## src/design/mwm_pkg.sv

```systemverilog
// shared types and constants for the mecanum wheel mixer
package mwm_pkg;

  localparam int CFG_IDX_W   = 2;
  localparam int CFG_DATA_W  = 15;
  localparam int CMD_W       = 16;
  localparam int DUTY_W      = 16;
  localparam int DUTY_ONE_LG = 14;

  localparam logic [CFG_IDX_W-1:0] CFG_LIN_FS    = 2'd0;
  localparam logic [CFG_IDX_W-1:0] CFG_ANG_FS    = 2'd1;
  localparam logic [CFG_IDX_W-1:0] CFG_SLEW_STEP = 2'd2;

  localparam logic [CFG_DATA_W-1:0] RST_LIN_FS    = 15'd256;
  localparam logic [CFG_DATA_W-1:0] RST_ANG_FS    = 15'd512;
  localparam logic [CFG_DATA_W-1:0] RST_SLEW_STEP = 15'd819;

  localparam logic CMD_STORE = 1'b0;
  localparam logic CMD_TICK  = 1'b1;

  // controller to datapath
  typedef struct packed {
    logic       store;
    logic       div_start;
    logic       duty_phase;
    logic [1:0] idx;
    logic       tgt_load;
    logic       slew;
    logic       mix;
    logic       peak;
    logic       duty_load;
    logic       out_load;
  } mwm_cmd_t;

  // datapath to controller
  typedef struct packed {
    logic div_done;
  } mwm_stat_t;

endpackage

```

## src/design/mwm_in_if.sv

```systemverilog
// input request channel
interface mwm_in_if;
  logic        valid;
  logic        ready;
  logic        cmd;
  logic [15:0] cmd_vx;
  logic [15:0] cmd_vy;
  logic [15:0] cmd_wz;
  modport source (output valid, cmd, cmd_vx, cmd_vy, cmd_wz, input ready);
  modport sink (input valid, cmd, cmd_vx, cmd_vy, cmd_wz, output ready);
endinterface

```

## src/design/mwm_out_if.sv

```systemverilog
// result request channel
interface mwm_out_if;
  logic        valid;
  logic        ready;
  logic [15:0] duty_front_left;
  logic [15:0] duty_front_right;
  logic [15:0] duty_rear_left;
  logic [15:0] duty_rear_right;
  modport source (output valid, duty_front_left, duty_front_right, duty_rear_left,
                  duty_rear_right, input ready);
  modport sink (input valid, duty_front_left, duty_front_right, duty_rear_left,
                duty_rear_right, output ready);
endinterface

```

## src/design/mwm_cfg_if.sv

```systemverilog
// configuration write channel
interface mwm_cfg_if;
  logic        valid;
  logic        ready;
  logic [1:0]  index;
  logic [14:0] data;
  modport source (output valid, index, data, input ready);
  modport sink (input valid, index, data, output ready);
endinterface

```

## src/design/mwm_div.sv

```systemverilog
// serial restoring divider, one quotient bit per cycle
module mwm_div #(
  parameter int NW  = 33,
  parameter int DVW = 19
) (
  input  logic           clk,
  input  logic           rst,
  input  logic           start,
  input  logic [NW-1:0]  num,
  input  logic [DVW-1:0] den,
  output logic [NW-1:0]  quo,
  output logic           done
);
  localparam int CW = $clog2(NW);

  logic           busy;
  logic [CW-1:0]  cnt;
  logic [DVW-1:0] rem;
  logic [DVW-1:0] dsr;
  logic [DVW:0]   trial;
  logic           fits;

  assign trial = {rem, quo[NW-1]};
  assign fits  = trial >= {1'b0, dsr};

  always_ff @(posedge clk) begin
    if (rst) begin
      busy <= 1'b0;
      done <= 1'b0;
      cnt  <= '0;
    end else begin
      done <= 1'b0;
      if (start) begin
        busy <= 1'b1;
        cnt  <= '0;
      end else if (busy) begin
        cnt <= cnt + 1'b1;
        if (cnt == CW'(NW - 1)) begin
          busy <= 1'b0;
          done <= 1'b1;
        end
      end
    end
  end

  always_ff @(posedge clk) begin
    if (start) begin
      rem <= '0;
      dsr <= den;
      quo <= num;
    end else if (busy) begin
      rem <= fits ? DVW'(trial - {1'b0, dsr}) : trial[DVW-1:0];
      quo <= {quo[NW-2:0], fits};
    end
  end
endmodule

```

## src/design/mwm_ctrl.sv

```systemverilog
// sequencer for targets, slew, mix, scaling and result hand-off
module mwm_ctrl (
  input  logic             clk,
  input  logic             rst,
  input  logic             in_valid,
  input  logic             in_cmd,
  output logic             in_ready,
  input  logic             out_ready,
  output logic             out_valid,
  input  mwm_pkg::mwm_stat_t stat,
  output mwm_pkg::mwm_cmd_t  ctl
);
  import mwm_pkg::*;

  typedef enum logic [8:0] {
    S_IDLE      = 9'b000000001,
    S_TGT       = 9'b000000010,
    S_TGT_WAIT  = 9'b000000100,
    S_SLEW      = 9'b000001000,
    S_MIX       = 9'b000010000,
    S_PEAK      = 9'b000100000,
    S_DUTY      = 9'b001000000,
    S_DUTY_WAIT = 9'b010000000,
    S_OUT       = 9'b100000000
  } state_t;

  state_t     state, state_next;
  logic [1:0] idx, idx_next;
  logic       out_free;

  assign out_free = !out_valid || out_ready;
  assign in_ready = (state == S_IDLE);

  always_comb begin
    state_next = state;
    idx_next   = idx;
    ctl        = '0;
    ctl.idx    = idx;
    unique case (state)
      S_IDLE: begin
        if (in_valid) begin
          if (in_cmd == CMD_TICK) begin
            state_next = S_TGT;
            idx_next   = 2'd0;
          end else begin
            ctl.store = 1'b1;
          end
        end
      end
      S_TGT: begin
        ctl.div_start = 1'b1;
        state_next    = S_TGT_WAIT;
      end
      S_TGT_WAIT: begin
        if (stat.div_done) begin
          ctl.tgt_load = 1'b1;
          if (idx == 2'd2) begin
            state_next = S_SLEW;
          end else begin
            idx_next   = idx + 2'd1;
            state_next = S_TGT;
          end
        end
      end
      S_SLEW: begin
        ctl.slew   = 1'b1;
        state_next = S_MIX;
      end
      S_MIX: begin
        ctl.mix    = 1'b1;
        state_next = S_PEAK;
      end
      S_PEAK: begin
        ctl.peak   = 1'b1;
        idx_next   = 2'd0;
        state_next = S_DUTY;
      end
      S_DUTY: begin
        ctl.div_start  = 1'b1;
        ctl.duty_phase = 1'b1;
        state_next     = S_DUTY_WAIT;
      end
      S_DUTY_WAIT: begin
        ctl.duty_phase = 1'b1;
        if (stat.div_done) begin
          ctl.duty_load = 1'b1;
          if (idx == 2'd3) begin
            state_next = S_OUT;
          end else begin
            idx_next   = idx + 2'd1;
            state_next = S_DUTY;
          end
        end
      end
      S_OUT: begin
        if (out_free) begin
          ctl.out_load = 1'b1;
          state_next   = S_IDLE;
        end
      end
      default: state_next = S_IDLE;
    endcase
  end

  always_ff @(posedge clk) begin
    if (rst) begin
      state     <= S_IDLE;
      idx       <= 2'd0;
      out_valid <= 1'b0;
    end else begin
      state <= state_next;
      idx   <= idx_next;
      if (ctl.out_load) begin
        out_valid <= 1'b1;
      end else if (out_ready) begin
        out_valid <= 1'b0;
      end
    end
  end
endmodule

```

## src/design/mwm_dp.sv

```systemverilog
// datapath: config, stored commands, ramps, wheel sums, scaling divider
module mwm_dp #(
  parameter int NORM_FRAC_BITS = 14
) (
  input  logic                        clk,
  input  logic                        rst,
  input  mwm_pkg::mwm_cmd_t           ctl,
  output mwm_pkg::mwm_stat_t          stat,
  input  logic                        cfg_we,
  input  logic [mwm_pkg::CFG_IDX_W-1:0]  cfg_index,
  input  logic [mwm_pkg::CFG_DATA_W-1:0] cfg_data,
  input  logic [mwm_pkg::CMD_W-1:0]   in_vx,
  input  logic [mwm_pkg::CMD_W-1:0]   in_vy,
  input  logic [mwm_pkg::CMD_W-1:0]   in_wz,
  output logic [mwm_pkg::DUTY_W-1:0]  out_fl,
  output logic [mwm_pkg::DUTY_W-1:0]  out_fr,
  output logic [mwm_pkg::DUTY_W-1:0]  out_rl,
  output logic [mwm_pkg::DUTY_W-1:0]  out_rr
);
  import mwm_pkg::*;

  localparam int F   = NORM_FRAC_BITS;
  localparam int RW  = F + 4;
  localparam int SW  = F + 6;
  localparam int PW  = F + 5;
  localparam int NW  = F + 19;
  localparam int DVW = (F + 5 > CFG_DATA_W) ? F + 5 : CFG_DATA_W;
  localparam int LW  = CFG_DATA_W + F;

  localparam logic signed [RW-1:0] NORM_MAX = {1'b0, {(RW-1){1'b1}}};
  localparam logic signed [RW-1:0] NORM_MIN = {1'b1, {(RW-1){1'b0}}};
  localparam logic [NW-1:0] MAG_MAX = NW'({1'b0, {(RW-1){1'b1}}});
  localparam logic [PW-1:0] PEAK_ONE = PW'(1) << F;

  logic [CFG_DATA_W-1:0] lin_full_scale, ang_full_scale, slew_step;
  logic signed [CMD_W-1:0] stored [3];
  logic signed [RW-1:0]    ramped [3];
  logic signed [RW-1:0]    target [3];
  logic signed [SW-1:0]    sums [4];
  logic [PW-1:0]           peak;
  logic [DUTY_W-1:0]       duty [4];

  // divider operands
  logic signed [CMD_W-1:0] sel_cmd;
  logic [CMD_W-1:0]        cmd_mag;
  logic [CFG_DATA_W-1:0]   sel_fs;
  logic signed [SW-1:0]    sel_sum;
  logic [SW-1:0]           sum_mag;
  logic [NW-1:0]           num;
  logic [DVW-1:0]          den;
  logic [NW-1:0]           quo;
  logic signed [RW-1:0]    tgt_val;
  logic [DUTY_W-1:0]       q_duty;

  assign sel_cmd = stored[ctl.idx];
  assign cmd_mag = sel_cmd[CMD_W-1] ? CMD_W'(-sel_cmd) : sel_cmd;
  assign sel_fs  = (ctl.idx == 2'd2) ? ang_full_scale : lin_full_scale;
  assign sel_sum = sums[ctl.idx];
  assign sum_mag = sel_sum[SW-1] ? SW'(-sel_sum) : sel_sum;

  always_comb begin
    if (ctl.duty_phase) begin
      num = NW'(sum_mag) << DUTY_ONE_LG;
      den = DVW'(peak);
    end else begin
      num = NW'(cmd_mag) << F;
      den = DVW'(sel_fs);
    end
  end

  mwm_div #(.NW(NW), .DVW(DVW)) u_div (
    .clk   (clk),
    .rst   (rst),
    .start (ctl.div_start),
    .num   (num),
    .den   (den),
    .quo   (quo),
    .done  (stat.div_done)
  );

  // target: saturated quotient, zero full scale handled apart
  always_comb begin
    if (sel_fs == '0) begin
      if (sel_cmd == '0)          tgt_val = '0;
      else if (sel_cmd[CMD_W-1])  tgt_val = NORM_MIN;
      else                        tgt_val = NORM_MAX;
    end else if (sel_cmd[CMD_W-1]) begin
      tgt_val = (quo > MAG_MAX) ? NORM_MIN : RW'(-quo);
    end else begin
      tgt_val = (quo > MAG_MAX) ? NORM_MAX : RW'(quo);
    end
  end

  assign q_duty = sel_sum[SW-1] ? DUTY_W'(-quo) : DUTY_W'(quo);

  // slew limit rescaled to the normalized fraction
  logic [LW-1:0]        lim_full;
  logic signed [RW:0]   lim;
  logic signed [RW:0]   diff [3];
  logic signed [RW:0]   step [3];
  assign lim_full = ({slew_step, F'(0)}) >> DUTY_ONE_LG;
  assign lim      = (RW+1)'(lim_full);

  always_comb begin
    for (int i = 0; i < 3; i++) begin
      diff[i] = (RW+1)'(target[i]) - (RW+1)'(ramped[i]);
      if (diff[i] > lim)       step[i] = lim;
      else if (diff[i] < -lim) step[i] = -lim;
      else                     step[i] = diff[i];
    end
  end

  // peak of the four sum magnitudes, floor of 1.0
  logic [PW-1:0] mags [4];
  logic [PW-1:0] pk_a, pk_b, pk_c;
  always_comb begin
    for (int i = 0; i < 4; i++) begin
      mags[i] = sums[i][SW-1] ? PW'(-sums[i]) : PW'(sums[i]);
    end
    pk_a = (mags[0] > mags[1]) ? mags[0] : mags[1];
    pk_b = (mags[2] > mags[3]) ? mags[2] : mags[3];
    pk_c = (pk_a > pk_b) ? pk_a : pk_b;
  end

  logic signed [SW-1:0] rx, ry, rz;
  assign rx = SW'(ramped[0]);
  assign ry = SW'(ramped[1]);
  assign rz = SW'(ramped[2]);

  always_ff @(posedge clk) begin
    if (rst) begin
      lin_full_scale <= RST_LIN_FS;
      ang_full_scale <= RST_ANG_FS;
      slew_step      <= RST_SLEW_STEP;
      for (int i = 0; i < 3; i++) begin
        stored[i] <= '0;
        ramped[i] <= '0;
      end
    end else begin
      if (cfg_we) begin
        unique case (cfg_index)
          CFG_LIN_FS:    lin_full_scale <= cfg_data;
          CFG_ANG_FS:    ang_full_scale <= cfg_data;
          CFG_SLEW_STEP: slew_step      <= cfg_data;
          default: ;
        endcase
      end
      if (ctl.store) begin
        stored[0] <= in_vx;
        stored[1] <= in_vy;
        stored[2] <= in_wz;
      end
      if (ctl.slew) begin
        for (int i = 0; i < 3; i++) begin
          ramped[i] <= RW'((RW+1)'(ramped[i]) + step[i]);
        end
      end
    end
  end

  always_ff @(posedge clk) begin
    if (ctl.tgt_load) target[ctl.idx] <= tgt_val;
    if (ctl.mix) begin
      sums[0] <= rx - ry - rz;
      sums[1] <= rx + ry + rz;
      sums[2] <= rx + ry - rz;
      sums[3] <= rx - ry + rz;
    end
    if (ctl.peak) peak <= (pk_c > PEAK_ONE) ? pk_c : PEAK_ONE;
    if (ctl.duty_load) duty[ctl.idx] <= q_duty;
    if (ctl.out_load) begin
      out_fl <= duty[0];
      out_fr <= duty[1];
      out_rl <= duty[2];
      out_rr <= duty[3];
    end
  end
endmodule

```

## src/design/mecanum_wheel_mixer_with_slew.sv

```systemverilog
// top level of the mecanum wheel mixer with command slew limiting
//
//  channel  dir  handshake          payload
//  in_ch    in   valid / ready      cmd, cmd_vx, cmd_vy, cmd_wz
//  out_ch   out  valid / ready      duty_front_left/right, duty_rear_left/right
//  cfg_ch   in   valid / ready=1    index (0 linear full scale, 1 turn full scale,
//                                   2 slew step), data
//
//  a store request gives no result
//  a tick request runs 7 serial divisions (start, quotient bits, done) then slew, mix,
//  peak and output load; no new request is taken until the tick has finished
//  synchronous active-high rst restores register defaults and clears all commands
//  the finished result sits in an output register; a new request is taken while it waits
//  a tick whose result finds that register still full holds until it drains
module mecanum_wheel_mixer_with_slew #(
  parameter int NORM_FRAC_BITS = 14
) (
  input logic        clk,
  input logic        rst,
  mwm_in_if.sink     in_ch,
  mwm_out_if.source  out_ch,
  mwm_cfg_if.sink    cfg_ch
);
  import mwm_pkg::*;

  mwm_cmd_t  ctl;
  mwm_stat_t stat;

  // configuration is always taken
  assign cfg_ch.ready = 1'b1;

  // sequencer
  mwm_ctrl u_ctrl (
    .clk       (clk),
    .rst       (rst),
    .in_valid  (in_ch.valid),
    .in_cmd    (in_ch.cmd),
    .in_ready  (in_ch.ready),
    .out_ready (out_ch.ready),
    .out_valid (out_ch.valid),
    .stat      (stat),
    .ctl       (ctl)
  );

  // arithmetic and state
  mwm_dp #(.NORM_FRAC_BITS(NORM_FRAC_BITS)) u_dp (
    .clk       (clk),
    .rst       (rst),
    .ctl       (ctl),
    .stat      (stat),
    .cfg_we    (cfg_ch.valid),
    .cfg_index (cfg_ch.index),
    .cfg_data  (cfg_ch.data),
    .in_vx     (in_ch.cmd_vx),
    .in_vy     (in_ch.cmd_vy),
    .in_wz     (in_ch.cmd_wz),
    .out_fl    (out_ch.duty_front_left),
    .out_fr    (out_ch.duty_front_right),
    .out_rl    (out_ch.duty_rear_left),
    .out_rr    (out_ch.duty_rear_right)
  );
endmodule
```

## src/flat_wrapper.sv

```systemverilog
// flat-port wrapper written by rule: the top's interface ports become plain ports
module mecanum_wheel_mixer_with_slew_flat import mwm_pkg::*;
#(
  parameter int NORM_FRAC_BITS = 14
)
  (clk, rst, in_ch_valid, in_ch_cmd, in_ch_cmd_vx, in_ch_cmd_vy, in_ch_cmd_wz, in_ch_ready, out_ch_valid, out_ch_duty_front_left, out_ch_duty_front_right, out_ch_duty_rear_left, out_ch_duty_rear_right, out_ch_ready, cfg_ch_valid, cfg_ch_index, cfg_ch_data, cfg_ch_ready);
  mwm_in_if in_ch_i ();
  mwm_out_if out_ch_i ();
  mwm_cfg_if cfg_ch_i ();
  input logic clk;
  input logic rst;
  input wire logic [$bits(in_ch_i.valid)-1:0] in_ch_valid;
  input wire logic [$bits(in_ch_i.cmd)-1:0] in_ch_cmd;
  input wire logic [$bits(in_ch_i.cmd_vx)-1:0] in_ch_cmd_vx;
  input wire logic [$bits(in_ch_i.cmd_vy)-1:0] in_ch_cmd_vy;
  input wire logic [$bits(in_ch_i.cmd_wz)-1:0] in_ch_cmd_wz;
  output wire logic [$bits(in_ch_i.ready)-1:0] in_ch_ready;
  output wire logic [$bits(out_ch_i.valid)-1:0] out_ch_valid;
  output wire logic [$bits(out_ch_i.duty_front_left)-1:0] out_ch_duty_front_left;
  output wire logic [$bits(out_ch_i.duty_front_right)-1:0] out_ch_duty_front_right;
  output wire logic [$bits(out_ch_i.duty_rear_left)-1:0] out_ch_duty_rear_left;
  output wire logic [$bits(out_ch_i.duty_rear_right)-1:0] out_ch_duty_rear_right;
  input wire logic [$bits(out_ch_i.ready)-1:0] out_ch_ready;
  input wire logic [$bits(cfg_ch_i.valid)-1:0] cfg_ch_valid;
  input wire logic [$bits(cfg_ch_i.index)-1:0] cfg_ch_index;
  input wire logic [$bits(cfg_ch_i.data)-1:0] cfg_ch_data;
  output wire logic [$bits(cfg_ch_i.ready)-1:0] cfg_ch_ready;
  assign in_ch_i.valid = in_ch_valid;
  assign in_ch_i.cmd = in_ch_cmd;
  assign in_ch_i.cmd_vx = in_ch_cmd_vx;
  assign in_ch_i.cmd_vy = in_ch_cmd_vy;
  assign in_ch_i.cmd_wz = in_ch_cmd_wz;
  assign in_ch_ready = in_ch_i.ready;
  assign out_ch_valid = out_ch_i.valid;
  assign out_ch_duty_front_left = out_ch_i.duty_front_left;
  assign out_ch_duty_front_right = out_ch_i.duty_front_right;
  assign out_ch_duty_rear_left = out_ch_i.duty_rear_left;
  assign out_ch_duty_rear_right = out_ch_i.duty_rear_right;
  assign out_ch_i.ready = out_ch_ready;
  assign cfg_ch_i.valid = cfg_ch_valid;
  assign cfg_ch_i.index = cfg_ch_index;
  assign cfg_ch_i.data = cfg_ch_data;
  assign cfg_ch_ready = cfg_ch_i.ready;
  mecanum_wheel_mixer_with_slew #(.NORM_FRAC_BITS(NORM_FRAC_BITS)) u_core (.clk(clk), .rst(rst), .in_ch(in_ch_i), .out_ch(out_ch_i), .cfg_ch(cfg_ch_i));
endmodule
```

## config.mk

```make
export PLATFORM = sky130hd
export DESIGN_NAME = mecanum_wheel_mixer_with_slew_flat
export DESIGN_NICKNAME = d
export VERILOG_FILES = /design/src/design/mwm_pkg.sv /design/src/design/mwm_in_if.sv /design/src/design/mwm_out_if.sv /design/src/design/mwm_cfg_if.sv /design/src/design/mwm_div.sv /design/src/design/mwm_ctrl.sv /design/src/design/mwm_dp.sv /design/src/design/mecanum_wheel_mixer_with_slew.sv /design/src/flat_wrapper.sv
export SDC_FILE = /design/constraint.sdc
export NUM_CORES = 2
export LEC_CHECK = 0
export ABC_AREA = 1
export BUFFER_PORTS_ARGS = -buffer_cell sky130_fd_sc_hd__buf_2
export CORE_MARGIN = 10
export CORE_UTILIZATION = 64
export CTS_CLUSTER_DIAMETER = 60
export DETAILED_ROUTE_END_ITERATION = 6
export PLACE_DENSITY = 0.82
export SYNTH_ARGS = -nofsm -noshare
export SYNTH_HDL_FRONTEND = slang
export SYNTH_SLANG_ARGS = --single-unit
```

## constraint.sdc

```tcl
create_clock -name clk -period 7.06 [get_ports clk]
set_clock_uncertainty 0.15 [all_clocks]
set_input_delay 0.706 -clock clk [delete_from_list [all_inputs] [get_ports clk]]
set_output_delay 0.706 -clock clk [all_outputs]
set_load 0.1 [all_outputs]
```

* Word level (Yosys, flattened, before mapping) *
Memory sizes are Yosys's and may differ from the RTL's. A register that Yosys moved wholly into a read port is not among the register bits.
Index checks and enable logic that the tools add are counted.

storage, ports and cells
  word-level logic and storage cells = 185
  output and inout bits = 67
  RAM bits = 300
  input bits = 71
  memories kept = 5
  register bits after elaboration = 155
  ROM bits = 0
  bits in latches = 0

operators by class
  reduce and logical (&&, ||, !) cells = 17
  div/mod/pow operators = 0
  mux-type cells = 86
  bitwise logic cells = 7
  $mul = 0
  magnitude comparators = 12
  shifts and indexed selects = 0
  add/subtract/negate cells = 23
  eq/ne operators = 21

memories
  memory              words  bits a word  read ports  clocked after memory_dff  wr ports  line          text
  u_core.u_dp.sums    4      20           5           1                         4         mwm_dp.sv:39  logic signed [SW-1:0] sums [4];
  u_core.u_dp.duty    4      16           4           4                         1         mwm_dp.sv:41  logic [DUTY_W-1:0] duty [4];
  u_core.u_dp.ramped  3      18           3           0                         3         mwm_dp.sv:37  logic signed [RW-1:0] ramped [3];
  u_core.u_dp.target  3      18           3           0                         1         mwm_dp.sv:38  logic signed [RW-1:0] target [3];
  u_core.u_dp.stored  3      16           1           1                         3         mwm_dp.sv:36  logic signed [CMD_W-1:0] stored [3];

operators by type and width
  operator                                                                            count
  18-bit 2-to-1 mux                                                                   15
  19-bit 2-to-1 mux                                                                   9
  33-bit 2-to-1 mux                                                                   3
  19-bit negator                                                                      5
  9-bit case mux with 9 select lines                                                  1
  16-bit 2-to-1 mux                                                                   5
  18-bit by 18-bit subtractor with 19-bit output                                      4
  19-bit by 16-bit greater-than comparator with 1-bit output                          3
  19-bit greater-than comparator                                                      3
  19-bit less-than comparator                                                         3
  18-bit adder                                                                        3
  9-bit 2-to-1 mux                                                                    6
  19-bit by 18-bit adder with 20-bit output                                           2
  19-bit by 18-bit subtractor with 20-bit output                                      2
  33-bit by 17-bit greater-than comparator with 1-bit output (second input constant)  1
  1-bit 2-to-1 mux                                                                    33
  15-bit 2-to-1 mux                                                                   2
  20-bit by 19-bit >= comparator with 1-bit output                                    1
  2-bit 2-to-1 mux                                                                    10
  18-bit by 18-bit adder with 19-bit output                                           1
  19-bit by 15-bit greater-than comparator with 1-bit output (second input constant)  1
  15-bit negator with 19-bit output                                                   1
  19-bit subtractor                                                                   1
  18-bit negator                                                                      1
  32 further kinds                                                                    50

* Depth between registers and ports, before layout *
An unclocked memory read counts as a cell.

  word-level depth = 8
  gate-level depth with buffers = 45
  gate-level depth less buffers = 44

* Cells and area by module *
A second synthesis with hierarchy kept.

unflattened totals
  cells, all modules = 5,363
  area total of the unflattened synthesis = 41,155.7 µm²

by module, submodules not included
  module                         times used  cells each  seq. area each (µm²)  area an instance (µm²)
  mwm_dp                         1           4,635       12,341.8              35,676.7
  mwm_div                        1           592         2,102.0               4,589.4
  mwm_ctrl                       1           134         240.2                 878.3
  mecanum_wheel_mixer_with_slew  1           2           0.0                   11.3

* Least setup slack after synthesis *
Ideal clock, no wire load.

  path type = register -> register
  from = memory u_core.u_dp.ramped[0][37] (netlist name)
  to = memory u_core.u_dp.ramped[0][50] (netlist name), data pin
  period minus slack after synthesis = 5.818 ns
  cell stages (with the launch flop) = 39
  data required time = 6.657 ns
  slack = 1.242 ns
  buffers on the path = 1
  setup time = 0.253 ns
  arrival time = 5.415 ns
  cell sequence = edfxtp_1 > inv_1 > fa_1 > nand3_1 > nand2_1 > a21oi_1 > o21ai_2 > a21oi_1 > o21ai_0 > xor2_1 > ha_1 > nand2_1 > inv_1 > nand3_1 > nor2_1 > nand3_1 > nand3_1 > nand2_1 > (+3 left out) > nand3_1 > nand2_1 > inv_1 > ha_1 > inv_1 > fa_1 > inv_1 > nand3_1 > nand2_1 > nand2_1 > nand2_1 > a21oi_1 > o21ai_0 > a21boi_0 > o21ai_0 > a21boi_0 > nor2_1 > nor2_1

RTL lines
  what             line
  start, declared  mwm_dp.sv:37

==> implementation parameters <==
Parameter                              Value

Worst setup path
  Cell depth of the worst flop-to-flop path    34
  Required arrival time at the worst endpoint    7.39 ns
  Data arrival time at the worst-slack endpoint    6.85 ns
  Worst setup path startpoint    u_core.u_dp.slew_step[1]$_SDFFE_PP1P_
  Worst setup SP type    flip-flop
  Worst R2R Setup Slack    0.53 ns
  Biggest fanout along the worst timing path    12
  Slowest cell on crit path    sky130_fd_sc_hd__ha_1
  Source of the worst register-to-register timing path    u_core.u_dp.slew_step[1]$_SDFFE_PP1P_
  Endpoint of the worst setup timing path    u_core.u_dp.ramped[0][34]$_SDFFCE_PN0P_
  CP Capture Type    flip-flop
  Capture point of the worst reg-to-reg path    u_core.u_dp.ramped[0][34]$_SDFFCE_PN0P_
  Max incr delay on CP    0.40 ns
  Critical path start-end classification    reg -> reg

GRT
  First-pass GRT wire length    210 mm
  Global-route total usage across every layer    0.366
  Number of antenna violations at the first check in global routing    2
  Number of global-route vias before repair    35,416
  Maximum number of pins on one net before global-route repair    81
  Aggregate global routing overflow    0

Detailed routing
  Starting DRC count in detailed routing    4,955
  Via Count    38,174
  Via-per-instance ratio    6.05
  Total length of routed wires    140 mm
  Detailed-routing iteration count for the pre-antenna-repair pass    7
  Average routed wire per standard cell    22.2 um
  Drt drc    0
  Antenna Nets Post-Route    0

Clock tree
  Clock tree buffer depth    3
  Clock tree from TritonCTS    built
  Number of clock buffers inserted by TritonCTS    60
  H-tree depth reported by CTS    2
  Cell chosen for the clock root    sky130_fd_sc_hd__clkbuf_16
  Sinks on Clock Net    519
  Hold-fix buffer count after cts    0
  Latest clock arrival within the worst-skew pair    0.69 ns
  Clock input transition at the sequential cells of the worst setup and hold paths    0.06 ns

Flow run
  # Max-Cap Violations    0

Timing
  Total negative slack for setup checks    0 ns
  Worst-margin pin slew    1.34 ns
  Final worst-path cycle share    0.924
  Total of endpoints with negative setup slack in the final report    0
  Worst slew margin relative to its limit    0.0963
  Post-layout min period    6.53 ns
  Number of slew-limit violations in the final report    0
  Final Hold Viols    0
  Peak clock frequency supported by timing    0.153 GHz
  Post-route worst setup slack    0.534 ns
  Worst hold slack after final layout    0.149 ns

Finish
  Final instance count without filler cells    6,305
  Final core area utilization    0.706
  Growth of design area from synthesis to finish    9.33%
  Post-route cell area    0.0445 sq mm
  Most common cell after layout, fill and taps aside    sky130_fd_sc_hd__nand2_1
  Commonest non-fill, non-tap cells in the layout    sky130_fd_sc_hd__nand2_1, sky130_fd_sc_hd__inv_1, sky130_fd_sc_hd__nor2_1
  Fraction of layout instances using a drive strength above 1    0.0852
  Antenna fix cells    0
  Number of nets in the finished design    5,898
  Fill cell count    5,144

Min path
  Classification of the worst-slack hold path    in -> reg

Floorplan
  Area enclosed by the die boundary    0.0742 sq mm
  Ports placed on the boundary    138
  Std cell rows    92
  Die Ht    272 um
  Placeable Area    0.0631 sq mm
  Initial Util    0.646
  Horizontal die dimension    272 um

Placed design
  Post-DP HPWL    108 mm
  Number of placed instances with taps included    6,182
  Post-placement worst setup slack    0.386 ns
  Placed cell areas    0.0424 sq mm
  Quantity of I/O buffers inserted on ports    136
  Final Wtd Congestion    1.08

Logic synthesis
  Predominant post-synthesis flop cell    sky130_fd_sc_hd__edfxtp_1
  Syn avg cell area    7.74 sq um
  Sequential fraction of the synthesis area    0.361
  EDFF count, synth    433
  Total standard cell area after synthesis    0.0407 sq mm
  Flip-flop and latch count after synthesis    519
  Count of synthesis-stage warnings from yosys    0
  Number of unique standard cell types used by synthesis    73
  Instance count of the mapped netlist    5,261
  Fraction of synthesis flops using an asynchronous set or reset pin    0
  Syn Nets    5,752

Power and ir drop
  Ratio of total power to cell area    217 mW/mm^2
  Leak Pwr    20.7 nW
  VDD IR-drop max    0.250 mV
  Overall power consumption    9.69 mW

Run status
  Outcome    finished, final reports clean
[state kept, by name, summed over array words and instances, names as in the netlist, 2 cells and up, named ones only]
name / cells
u_core.u_dp.sums: 78
u_core.u_dp.duty: 64
u_core.u_dp.ramped: 54
u_core.u_dp.target: 54
u_core.u_dp.stored: 48
u_core.u_dp.u_div.quo: 33
u_core.u_dp.peak: 19
u_core.u_dp.u_div.dsr: 19
u_core.u_dp.u_div.rem: 19
out_ch_duty_front_left: 16
out_ch_duty_front_right: 16
out_ch_duty_rear_left: 16
out_ch_duty_rear_right: 15
u_core.u_dp.ang_full_scale: 15
u_core.u_dp.lin_full_scale: 15
u_core.u_dp.slew_step: 15
u_core.u_ctrl.state: 9
u_core.u_dp.u_div.cnt: 6
u_core.u_ctrl.idx: 2
[report_power, final]
| group | total, mW | internal [mW] | leakage [nW] | switching [mW] |
|---|---|---|---|---|
| logic | 2.82 | 0.869 | 15.0 | 1.95 |
| registers | 3.70 | 3.58 | 4.74 | 0.126 |
| clock network | 3.17 | 1.72 | 0.985 | 1.44 |
[synthesized netlist by cell type, types with 5 or more instances]
cell type                  number  area (sq um)
sky130_fd_sc_hd__a211oi_1       9          67.6
sky130_fd_sc_hd__a21boi_0      13          97.6
sky130_fd_sc_hd__a21o_1        21           158
sky130_fd_sc_hd__a21oi_1      385          1930
sky130_fd_sc_hd__a22oi_1       10          75.1
sky130_fd_sc_hd__a31oi_1       28           175
sky130_fd_sc_hd__and2_1        24           150
sky130_fd_sc_hd__and3_1         7          43.8
sky130_fd_sc_hd__buf_2         24           120
sky130_fd_sc_hd__buf_4          8          60.1
sky130_fd_sc_hd__buf_6         13           146
sky130_fd_sc_hd__clkbuf_1      89           334
sky130_fd_sc_hd__dfxtp_1       86          1720
sky130_fd_sc_hd__edfxtp_1     433         13000
sky130_fd_sc_hd__fa_1          13           260
sky130_fd_sc_hd__ha_1         407          5090
sky130_fd_sc_hd__inv_1        700          2630
sky130_fd_sc_hd__inv_2         11          41.3
sky130_fd_sc_hd__nand2_1     1078          4050
sky130_fd_sc_hd__nand2_2       15          93.8
sky130_fd_sc_hd__nand3_1      288          1440
sky130_fd_sc_hd__nand3_2        6          60.1
sky130_fd_sc_hd__nand3b_1      24           180
sky130_fd_sc_hd__nand4_1       50           313
sky130_fd_sc_hd__nor2_1       564          2120
sky130_fd_sc_hd__nor2_2        22           138
sky130_fd_sc_hd__nor3_1        72           360
sky130_fd_sc_hd__nor3_2         5          50.1
sky130_fd_sc_hd__nor4_1        16           100
sky130_fd_sc_hd__o211ai_1      69           518
sky130_fd_sc_hd__o21a_1         5          37.5
sky130_fd_sc_hd__o21ai_0      363          1820
sky130_fd_sc_hd__o21ai_1       14          70.1
sky130_fd_sc_hd__o21ai_2        5          43.8
sky130_fd_sc_hd__o21bai_1      21           158
sky130_fd_sc_hd__o22ai_1        5          31.3
sky130_fd_sc_hd__o31ai_1       23           173
sky130_fd_sc_hd__or2_1          6          37.5
sky130_fd_sc_hd__or2_2         33           206
sky130_fd_sc_hd__xnor2_1       32           280
sky130_fd_sc_hd__xor2_1       203          1780
[critical path: cells and delay by family (launching register included)]
family | cells | cell delay (ns)
simple gates | 20 | 2.76
compound gates | 8 | 1.31
flops | 1 | 0.35
fa+ha+maj | 3 | 1.03
buf+inv | 3 | 0.77
[layout make-up]
cell class | count | area, sq um | share of cell area
Timing Repair inverter | 1 | 5.00 | 0.000112
Tap cell | 846 | 1060 | 0.0238
Timing Repair Buffer | 222 | 1330 | 0.0298
Sequential cell | 519 | 14700 | 0.331
Multi-Input combinational cell | 3890 | 22700 | 0.510
Inverter | 713 | 2680 | 0.0603
Clock buffer | 68 | 1570 | 0.0353
Clock inverter | 46 | 460 | 0.0103
[layer usage]
metal / global-route usage / vias to the layer above / share of wire
met2: 0.577 / 2285 / 0.44
met3: 0.0709 / 489 / 0.11
met4: 0.217 / 4 / 0.066
met5: 0 / - / 0.00018
li1: - / 17956 / -
met1: 0.462 / 17440 / 0.38
[cell families (layout without fill, tap and decap cells)]
logic type               count (synthesis)  after routing  share of synthesized area
AND/OR/NAND/NOR                       2226           2226                      0.234
AO/OA/AOI/OAI                         1004           1004                      0.139
buffers and inverters                  852           1050                     0.0827
flip-flops                             519            519                      0.361
adder cells (fa/ha/maj)                420            420                      0.131
XOR/XNOR                               235            235                     0.0505
multiplexers                             4              4                   0.000983
other                                    1              1                  0.0000920
[worst min path at each step]
| stage | from | endpoint | slack [ns] | depth (start not counted) |
|---|---|---|---|---|
| after floorplan | u_core.u_dp.duty[0][0]$_DFFE_PP_ | out_ch_duty_front_left[0]$_DFFE_PP_ | 0.25 | 0 |
| after global placement | u_core.u_dp.duty[3][13]$_DFFE_PP_ | out_ch_duty_rear_right[13]$_DFFE_PP_ | 0.25 | 0 |
| after detailed placement | u_core.u_dp.duty[1][1]$_DFFE_PP_ | out_ch_duty_front_right[1]$_DFFE_PP_ | 0.25 | 0 |
| after CTS | cfg_ch_data[8] | u_core.u_dp.lin_full_scale[8]$_SDFFE_PP1P_ | 0.12 | 3 |
| after global routing | cfg_ch_data[8] | u_core.u_dp.lin_full_scale[8]$_SDFFE_PP1P_ | 0.14 | 3 |
| final | cfg_ch_data[8] | u_core.u_dp.lin_full_scale[8]$_SDFFE_PP1P_ | 0.15 | 3 |
[timing repair]
action                                  in CTS  in global routing
endpoints found under the setup margin       0                 31
resized for setup                            0                 16
buffers inserted                             0                  8
(Power assumes the default switching activity.)
